File: src/rtl/core/scsa_pkg.sv
package scsa_pkg;

    localparam int POOL_PAGES  = 32;
    localparam int PAGE_BYTES  = 4096;
    localparam int NUM_CLASSES = 10;
    localparam int MAX_SMALL   = 1024;

    localparam int SIZE_W     = 16;
    localparam int ADDR_W     = 17;
    localparam int CFG_W      = 6;
    localparam int CLS_W      = 4;
    localparam int SZ_W       = 11;
    localparam int GRAN_BITS  = 3;
    localparam int PAGE_BITS  = $clog2(PAGE_BYTES);
    localparam int PAGE_W     = $clog2(POOL_PAGES);
    localparam int PG_FULL_W  = ADDR_W - PAGE_BITS;
    localparam int NUP_W      = $clog2(POOL_PAGES + 1);
    localparam int OFF_W      = PAGE_BITS + 2;
    localparam int LINK_W     = ADDR_W - GRAN_BITS;
    localparam int LINK_DEPTH = (POOL_PAGES * PAGE_BYTES) / 8;
    localparam int CMP_A      = (NUP_W > CFG_W) ? NUP_W : CFG_W;
    localparam int CMP_W      = ((CMP_A > PG_FULL_W) ? CMP_A : PG_FULL_W) + 1;
    localparam int CFG_RESET  = 32;

    localparam logic OP_ALLOC = 1'b0;
    localparam logic OP_FREE  = 1'b1;

    localparam logic [1:0] ST_OK        = 2'd0;
    localparam logic [1:0] ST_TOO_LARGE = 2'd1;
    localparam logic [1:0] ST_EXHAUSTED = 2'd2;
    localparam logic [1:0] ST_IGNORED   = 2'd3;

    typedef struct packed {
        logic              opcode;
        logic [SIZE_W-1:0] request_size;
        logic [ADDR_W-1:0] slot_address;
    } in_item_t;

    typedef struct packed {
        logic [ADDR_W-1:0] granted_address;
        logic [1:0]        status;
    } out_item_t;

    typedef struct packed {
        logic load;
        logic read_link;
        logic exec_commit;
        logic link_commit;
    } cmd_t;

    typedef struct packed {
        logic need_link;
    } sts_t;

    function automatic logic [SZ_W-1:0] class_bytes(input logic [CLS_W-1:0] c);
        logic [SZ_W-1:0] b;
        case (c)
            4'd0:    b = 11'd8;
            4'd1:    b = 11'd16;
            4'd2:    b = 11'd24;
            4'd3:    b = 11'd32;
            4'd4:    b = 11'd48;
            4'd5:    b = 11'd64;
            4'd6:    b = 11'd128;
            4'd7:    b = 11'd256;
            4'd8:    b = 11'd512;
            default: b = 11'd1024;
        endcase
        return b;
    endfunction

    function automatic logic [CLS_W-1:0] size_class(input logic [SIZE_W-1:0] size);
        logic [CLS_W-1:0] c;
        c = CLS_W'(NUM_CLASSES - 1);
        for (int i = NUM_CLASSES - 2; i >= 0; i--)
        begin
            if (size <= SIZE_W'(class_bytes(CLS_W'(i))))
            begin
                c = CLS_W'(i);
            end
        end
        return c;
    endfunction

endpackage

File: src/rtl/core/scsa_ctrl.sv
module scsa_ctrl (
    input  logic          clk,
    input  logic          rst_n,
    input  logic          in_valid,
    output logic          in_ready,
    output logic          out_valid,
    input  logic          out_ready,
    input  scsa_pkg::sts_t sts,
    output scsa_pkg::cmd_t cmd
);

    typedef enum logic [1:0] {S_IDLE, S_EXEC, S_LINK} state_t;

    state_t state_reg;
    state_t state_next;
    logic   out_valid_reg;
    logic   out_valid_next;
    logic   out_free;

    assign out_free = !out_valid_reg || out_ready;
    assign in_ready = (state_reg == S_IDLE);

    always_comb
    begin
        cmd        = '0;
        state_next = state_reg;
        case (state_reg)
            S_IDLE:
            begin
                if (in_valid)
                begin
                    cmd.load   = 1'b1;
                    state_next = S_EXEC;
                end
            end
            S_EXEC:
            begin
                if (sts.need_link)
                begin
                    cmd.read_link = 1'b1;
                    state_next    = S_LINK;
                end
                else if (out_free)
                begin
                    cmd.exec_commit = 1'b1;
                    state_next      = S_IDLE;
                end
            end
            S_LINK:
            begin
                if (out_free)
                begin
                    cmd.link_commit = 1'b1;
                    state_next      = S_IDLE;
                end
            end
            default:
            begin
                state_next = S_IDLE;
            end
        endcase
    end

    always_comb
    begin
        if (cmd.exec_commit || cmd.link_commit)
        begin
            out_valid_next = 1'b1;
        end
        else if (out_ready)
        begin
            out_valid_next = 1'b0;
        end
        else
        begin
            out_valid_next = out_valid_reg;
        end
    end

    always_ff @(posedge clk or negedge rst_n)
    begin
        if (!rst_n)
        begin
            state_reg     <= S_IDLE;
            out_valid_reg <= 1'b0;
        end
        else
        begin
            state_reg     <= state_next;
            out_valid_reg <= out_valid_next;
        end
    end

    assign out_valid = out_valid_reg;

    a_commit_slot_free: assert property (@(posedge clk) disable iff (!rst_n)
        (cmd.exec_commit || cmd.link_commit) |-> (!out_valid_reg || out_ready))
        else $error("result committed over an untaken transaction");

    a_read_then_link: assert property (@(posedge clk) disable iff (!rst_n)
        cmd.read_link |=> (state_reg == S_LINK && !in_ready))
        else $error("link read not followed by link wait");

    a_link_has_read: assert property (@(posedge clk) disable iff (!rst_n)
        (state_reg == S_LINK) |-> ($past(cmd.read_link) || $past(state_reg == S_LINK)))
        else $error("link wait entered without a link read");

endmodule

File: config.mk
export PLATFORM = sky130hd
export DESIGN_NAME = scsa_ctrl
export DESIGN_NICKNAME = d
export VERILOG_FILES = /design/src/rtl/core/scsa_pkg.sv /design/src/rtl/core/scsa_ctrl.sv
export SDC_FILE = /design/constraint.sdc
export NUM_CORES = 1
export LEC_CHECK = 0
export ABC_CLOCK_PERIOD_IN_PS = 1300
export BUFFER_PORTS_ARGS = -buffer_cell sky130_fd_sc_hd__buf_4
export CORE_AREA = 5 5 42 44
export DETAILED_ROUTE_END_ITERATION = 7
export DIE_AREA = 0 0 47 49
export SLEW_MARGIN = 20
export SYNTH_ARGS = -nofsm -noshare
export SYNTH_HDL_FRONTEND = slang
export SYNTH_SLANG_ARGS = --single-unit
File: constraint.sdc
create_clock -name clk -period 1.3 [get_ports clk]
set_input_delay 0.065 -clock clk [delete_from_list [all_inputs] [get_ports clk]]
set_output_delay 0.065 -clock clk [all_outputs]
set_load 0.02 [all_outputs]
==> summary.txt, run 1 <==
Status = complete, no violations
Crit. End Element = output port
DRC errors left = 0
Antenna diode count = 0
Worst Tran Pin Value = 0.167 ns
Cell Pwr Density = 1480 mW/mm^2
Slew Limit Fails = 0
CP bufs+invs = 1
Period utilisation layout = 0.994
Clk buf depth = 2
Max_slew headroom = 0.889
Max FO, Critical Path = 2
Post-detailed-route count of antenna-violating nets = 0
Initial core utilization = 0.117
Post-synth top area cell = dfrtp_1
Routed WL per cell = 9.37 um
WP data required = 1.24 ns
Total number of vias = 189
Num ports = 11
Worst EP arrival = 1.23 ns
Worst Clk Skew = 0.000459 ns
Max-Cap Viols = 0
Share of cells above drive strength 1 = 0.543
DR iter-0 viols = 0
Hold_ws = 0.108 ns
Area growth syn-to-layout = 104%
Final #Nets = 41
Vias in the first global route = 227
CTS H-Tree Depth = 1
Slowest CP cell = or3b_4
Kind of critical path = flop to output port
Peak supply drop = 356 uV
RSZ-0062 raised after global routing = true
Fillcell total = 167
Die footprint = 0.00230 mm^2
Final total power = 0.494 mW
Floorplan row count = 14
GR Overflow Total = 0
Largest net degree at the start of global routing = 6
Minimum clock period = 1.29 ns
Die Height = 49 um
Root buf cell = clkbuf_4
Chip Width = 47 um
CTS Sinks = 3
Max reg flops = 2
TritonCTS clock tree = built
Storage cell area = 75.1 um^2
Vias/cell = 3.71
Register area share after synthesis = 0.458
GP Congestion = 0.576
Initial antenna violation count = 0
Synth top area cells = dfrtp_1, nand2b_1, nand4bb_1
Fmax = 0.774 GHz
First-pass GRT wire length = 876 um
Cell area after synthesis = 164 um^2
Yosys cell types = 11
Leakage = 0.164 nW
Initial DRT Pass Iterations = 1
Syn Area/Cell = 9.64 um^2
Cells along the critical path = or3b_4 > nor2_2 > buf_6
Core Area = 0.00140 mm^2
Cts bufs inserted = 3
Clock Latency Late Sink = 0.23 ns
Synth Net Count = 22
Crit path launch type = flop
Final hold vios = 0
IO buf count = 10
Hold/Removal Path Class = primary input to flop
Final wirelength = 478 um
Clock-pin slew on the worst setup and hold paths = 0.04 ns
Multi-input gate area = 101 um^2
Top Family by Delay on Critical Path = simple AND/OR/NAND/NOR gates
CP max stage delay = 0.38 ns
#FFs+latches synth = 3
GRT Total Usage = 0.0557
Final setup fails = 0
Yosys top cell area share = 0.458
Yosys warns = 0
Post-Syn Instances = 17
cell families after synthesis:
family / Yosys count / share of synthesized area
simple gates: 12 / 0.466
compound gates: 2 / 0.0763
flops: 3 / 0.458
path summary, 6_finish.rpt:
kind	startpoint	to	slack, ns	cells past startpoint
worst max-delay path	state_reg[1]	cmd[1]	0.008	3
worst min-delay path	in_valid	state_reg[0]	0.11	3
worst max register to register	state_reg[1]	out_valid	0.27	3
worst min register to register	out_valid	out_valid	0.57	2
max in group asynchronous	rst_n	state_reg[0]	1.05	2
min in group asynchronous	rst_n	out_valid	0.16	2
worst reg2reg max path, delay by kind of cell, from the launching register on:
| kind | cells | cell delay, ns |
|---|---|---|
| buf+inv | 1 | 0.14 |
| simple gates | 2 | 0.45 |
| flops | 1 | 0.37 |
per-layer routing:
layer	global-route usage	share of wire	vias up
met5	0	0	-
met3	0.0369	0.090	2
met2	0.0724	0.49	9
met1	0.0552	0.40	84
met4	0.0553	0.023	0
li1	-	-	94
timing repair:
action | 4_1_cts | 5_1_grt
resized for setup | 0 | 4
pin swaps | 1 | 1
hold endpoints to repair | 3 | 0
buffers inserted | 3 | 0
setup endpoints to repair | 1 | 2
hold buffers | 1 | 0
area by class of cell:
type	count	share of cell area
timing repair buffer	14	0.333
multi-input combinational	14	0.303
sequential	3	0.225
clock buffer	4	0.0787
tap	16	0.0599
report_power, final:
part / total, mW / internal [mW] / switching, mW / leakage [nW]
combinational: 0.203 / 0.105 / 0.0980 / 0.111
clock: 0.164 / 0.115 / 0.0487 / 0.0150
sequential: 0.127 / 0.113 / 0.0143 / 0.0383
total: 0.494 / 0.333 / 0.161 / 0.164
layout by cell type, fill, tap and decap left out:
| cell | count |
|---|---|
| a21oi_1 | 1 |
| and2_1 | 1 |
| and3b_1 | 1 |
| buf_4 | 12 |
| buf_6 | 1 |
| clkbuf_1 | 1 |
| clkbuf_4 | 3 |
| dfrtp_1 | 3 |
| dlygate4sd3_1 | 1 |
| nand2b_1 | 2 |
| nand2b_4 | 1 |
| nand3_1 | 1 |
| nand4bb_1 | 1 |
| nor2_1 | 2 |
| nor2_2 | 1 |
| nor2b_1 | 1 |
| o21bai_1 | 1 |
| or3b_4 | 1 |
per-stage QoR:
step | setup WS, ns | cells | setup TNS [ns] | cell area (um^2) | utilization
final | 0.00799 | 51 | 0 | 334 | 0.238
after global routing | -0.0356 | 51 | -0.0356 | 334 | 0.238
after CTS | 0.00414 | 51 | 0 | 318 | 0.227
after detailed placement | 0.183 | 43 | 0 | 259 | 0.185
after global placement | 0.203 | 43 | 0 | 259 | 0.185
after floorplan | 0.167 | 17 | 0 | 164 | -
synthesized netlist by cell type, drive strengths merged:
master   number
and2          1
nand2b        3
nor2          3
and3b         1
dfrtp         3
a21oi         1
nor2b         1
or3b          1
o21bai        1
nand4bb       1
nand3         1
Note: power is estimated with default switching activity, not from simulation.
==> run 2, diff against run 1 <==
ABC_CLOCK_PERIOD_IN_PS = 1400   (was 1300)
clock period = 1.4 ns   (was 1.3 ns; I/O delays follow)
==> summary.txt, run 2 (synthesized netlist as in run 1, its figures left out) <==
Status = complete, no violations
Logic gate share of total power = 0.354
Clock Latency Late Sink = 0.23 ns
Num ports = 11
Hold/Removal Path Class = primary input to flop
Layer with the highest usage = met2
Hold_ws = 0.116 ns
Max-Cap Viols = 0
CTS H-Tree Depth = 1
Sw frac = 0.329
Fillcell total = 171
Vias/cell = 3.54
Leakage = 0.146 nW
RSZ-0062 raised after global routing = false
Total number of vias = 170
Final setup fails = 0
Kind of critical path = flop to output port
Initial antenna violation count = 0
Worst EP arrival = 1.26 ns
Share of cells above drive strength 1 = 0.469
Routed WL per cell = 8.85 um
Clk pwr share = 0.355
GR Overflow Total = 0
Cell Pwr Density = 1430 mW/mm^2
Clock-pin slew on the worst setup and hold paths = 0.04 ns
Met3 usage = 0.0369
DR iter-0 viols = 0
Post-place instance area = 259 um^2
Slew Limit Fails = 0
Period utilisation layout = 0.949
Post-detailed-route count of antenna-violating nets = 0
Vias in the first global route = 206
Final Util = 0.214
Sequential share of power = 0.290
Final instance area = 300 um^2
Root buf cell = clkbuf_4
Commonest non-fill, non-tap cell in the layout = buf_4
Setup bufs post-CTS = 0
Max FO, Critical Path = 5
Setup TNS = 0 ns
P_int = 0.287 mW
Initial DRT Pass Iterations = 1
Cts bufs inserted = 3
Die Height = 49 um
Worst Tran Pin Value = 0.166 ns
Final hold vios = 0
Clk buf depth = 2
Floorplan row count = 14
Antenna diode count = 0
Fmax = 0.752 GHz
Grt met1 use = 0.0552
DRC errors left = 0
Peak supply drop = 327 uV
First-pass GRT wire length = 807 um
Core Area = 0.00140 mm^2
Commonest cells after routing, fill and taps aside = buf_4, nand2b_1, clkbuf_4, dfrtp_1, nor2_1
Max_slew headroom = 0.889
WP data required = 1.33 ns
Initial core utilization = 0.117
Final #Nets = 38
GRT Total Usage = 0.0529
Die footprint = 0.00230 mm^2
M2 GR Usage = 0.0633
CTS Sinks = 3
Worst Clk Skew = 0.000598 ns
Crit path launch type = flop
IO buf count = 10
Chip Width = 47 um
Largest net degree at the start of global routing = 7
TritonCTS clock tree = built
Area growth syn-to-layout = 83.2%
GP Congestion = 0.576
Max reg flops = 2
Final wirelength = 425 um
Psw = 0.141 mW
Crit. End Element = output port
Minimum clock period = 1.33 ns
[run 2: what timing repair did]
| action | in CTS | in global routing |
|---|---|---|
| resized for setup | 0 | 2 |
| endpoints found under the hold margin | 3 | 0 |
| hold buffers | 1 | 0 |
| endpoints found under the setup margin | 0 | 1 |
[run 2: final cells by class]
class	instances	area, um^2	share of cell area
flip-flops and latches	3	75.1	0.250
well taps	16	20.0	0.0667
multi-input cells	14	93.8	0.313
clock buffers	4	26.3	0.0875
repair buffers	11	85.1	0.283
[run 2: power groups by stage]
| stage | Combinational, mW | Clock, mW | Sequential [mW] |
|---|---|---|---|
| 3_3_place_gp | 0.146 | 0 | 0.125 |
| 3_5_place_dp | 0.147 | 0 | 0.125 |
| 4_1_cts | 0.150 | 0.160 | 0.124 |
| 2_1_floorplan | 0.0718 | 0 | 0.131 |
| 5_1_grt | 0.168 | 0.168 | 0.131 |
| 6_report | 0.152 | 0.152 | 0.124 |
[run 2: critical path, cell delays in order (launching register included)]
cell	delay (ns)
dfrtp_1	0.41
or3b_4	0.40
nor2_2	0.08
buf_4	0.14
[run 2: path summary, 6_finish.rpt]
kind                         startpoint            to  slack [ns]  cells after the start
hold reg to reg            state_reg[1]  state_reg[0]        0.51                      1
setup / recovery           state_reg[1]        cmd[1]        0.07                      3
hold / removal                 in_valid  state_reg[0]        0.12                      3
setup reg to reg           state_reg[1]     out_valid        0.44                      2
min in group asynchronous         rst_n     out_valid        0.16                      2
max in group asynchronous         rst_n  state_reg[0]        1.14                      2
[run 2: per-layer routing]
| metal | share of wire | vias to the layer above |
|---|---|---|
| met2 | 0.43 | 9 |
| li1 | - | 88 |
| met4 | 0.026 | 0 |
| met5 | 0 | - |
| met3 | 0.10 | 2 |
| met1 | 0.44 | 71 |
[run 2: stage by stage]
step | worst slack (ns) | cells | total power, mW
after CTS | 0.0225 | 48 | 0.434
after global placement | 0.298 | 43 | 0.271
after detailed placement | 0.278 | 43 | 0.272
after floorplan | 0.262 | 17 | 0.203
after global routing | 0.0139 | 48 | 0.467
final | 0.0710 | 48 | 0.428
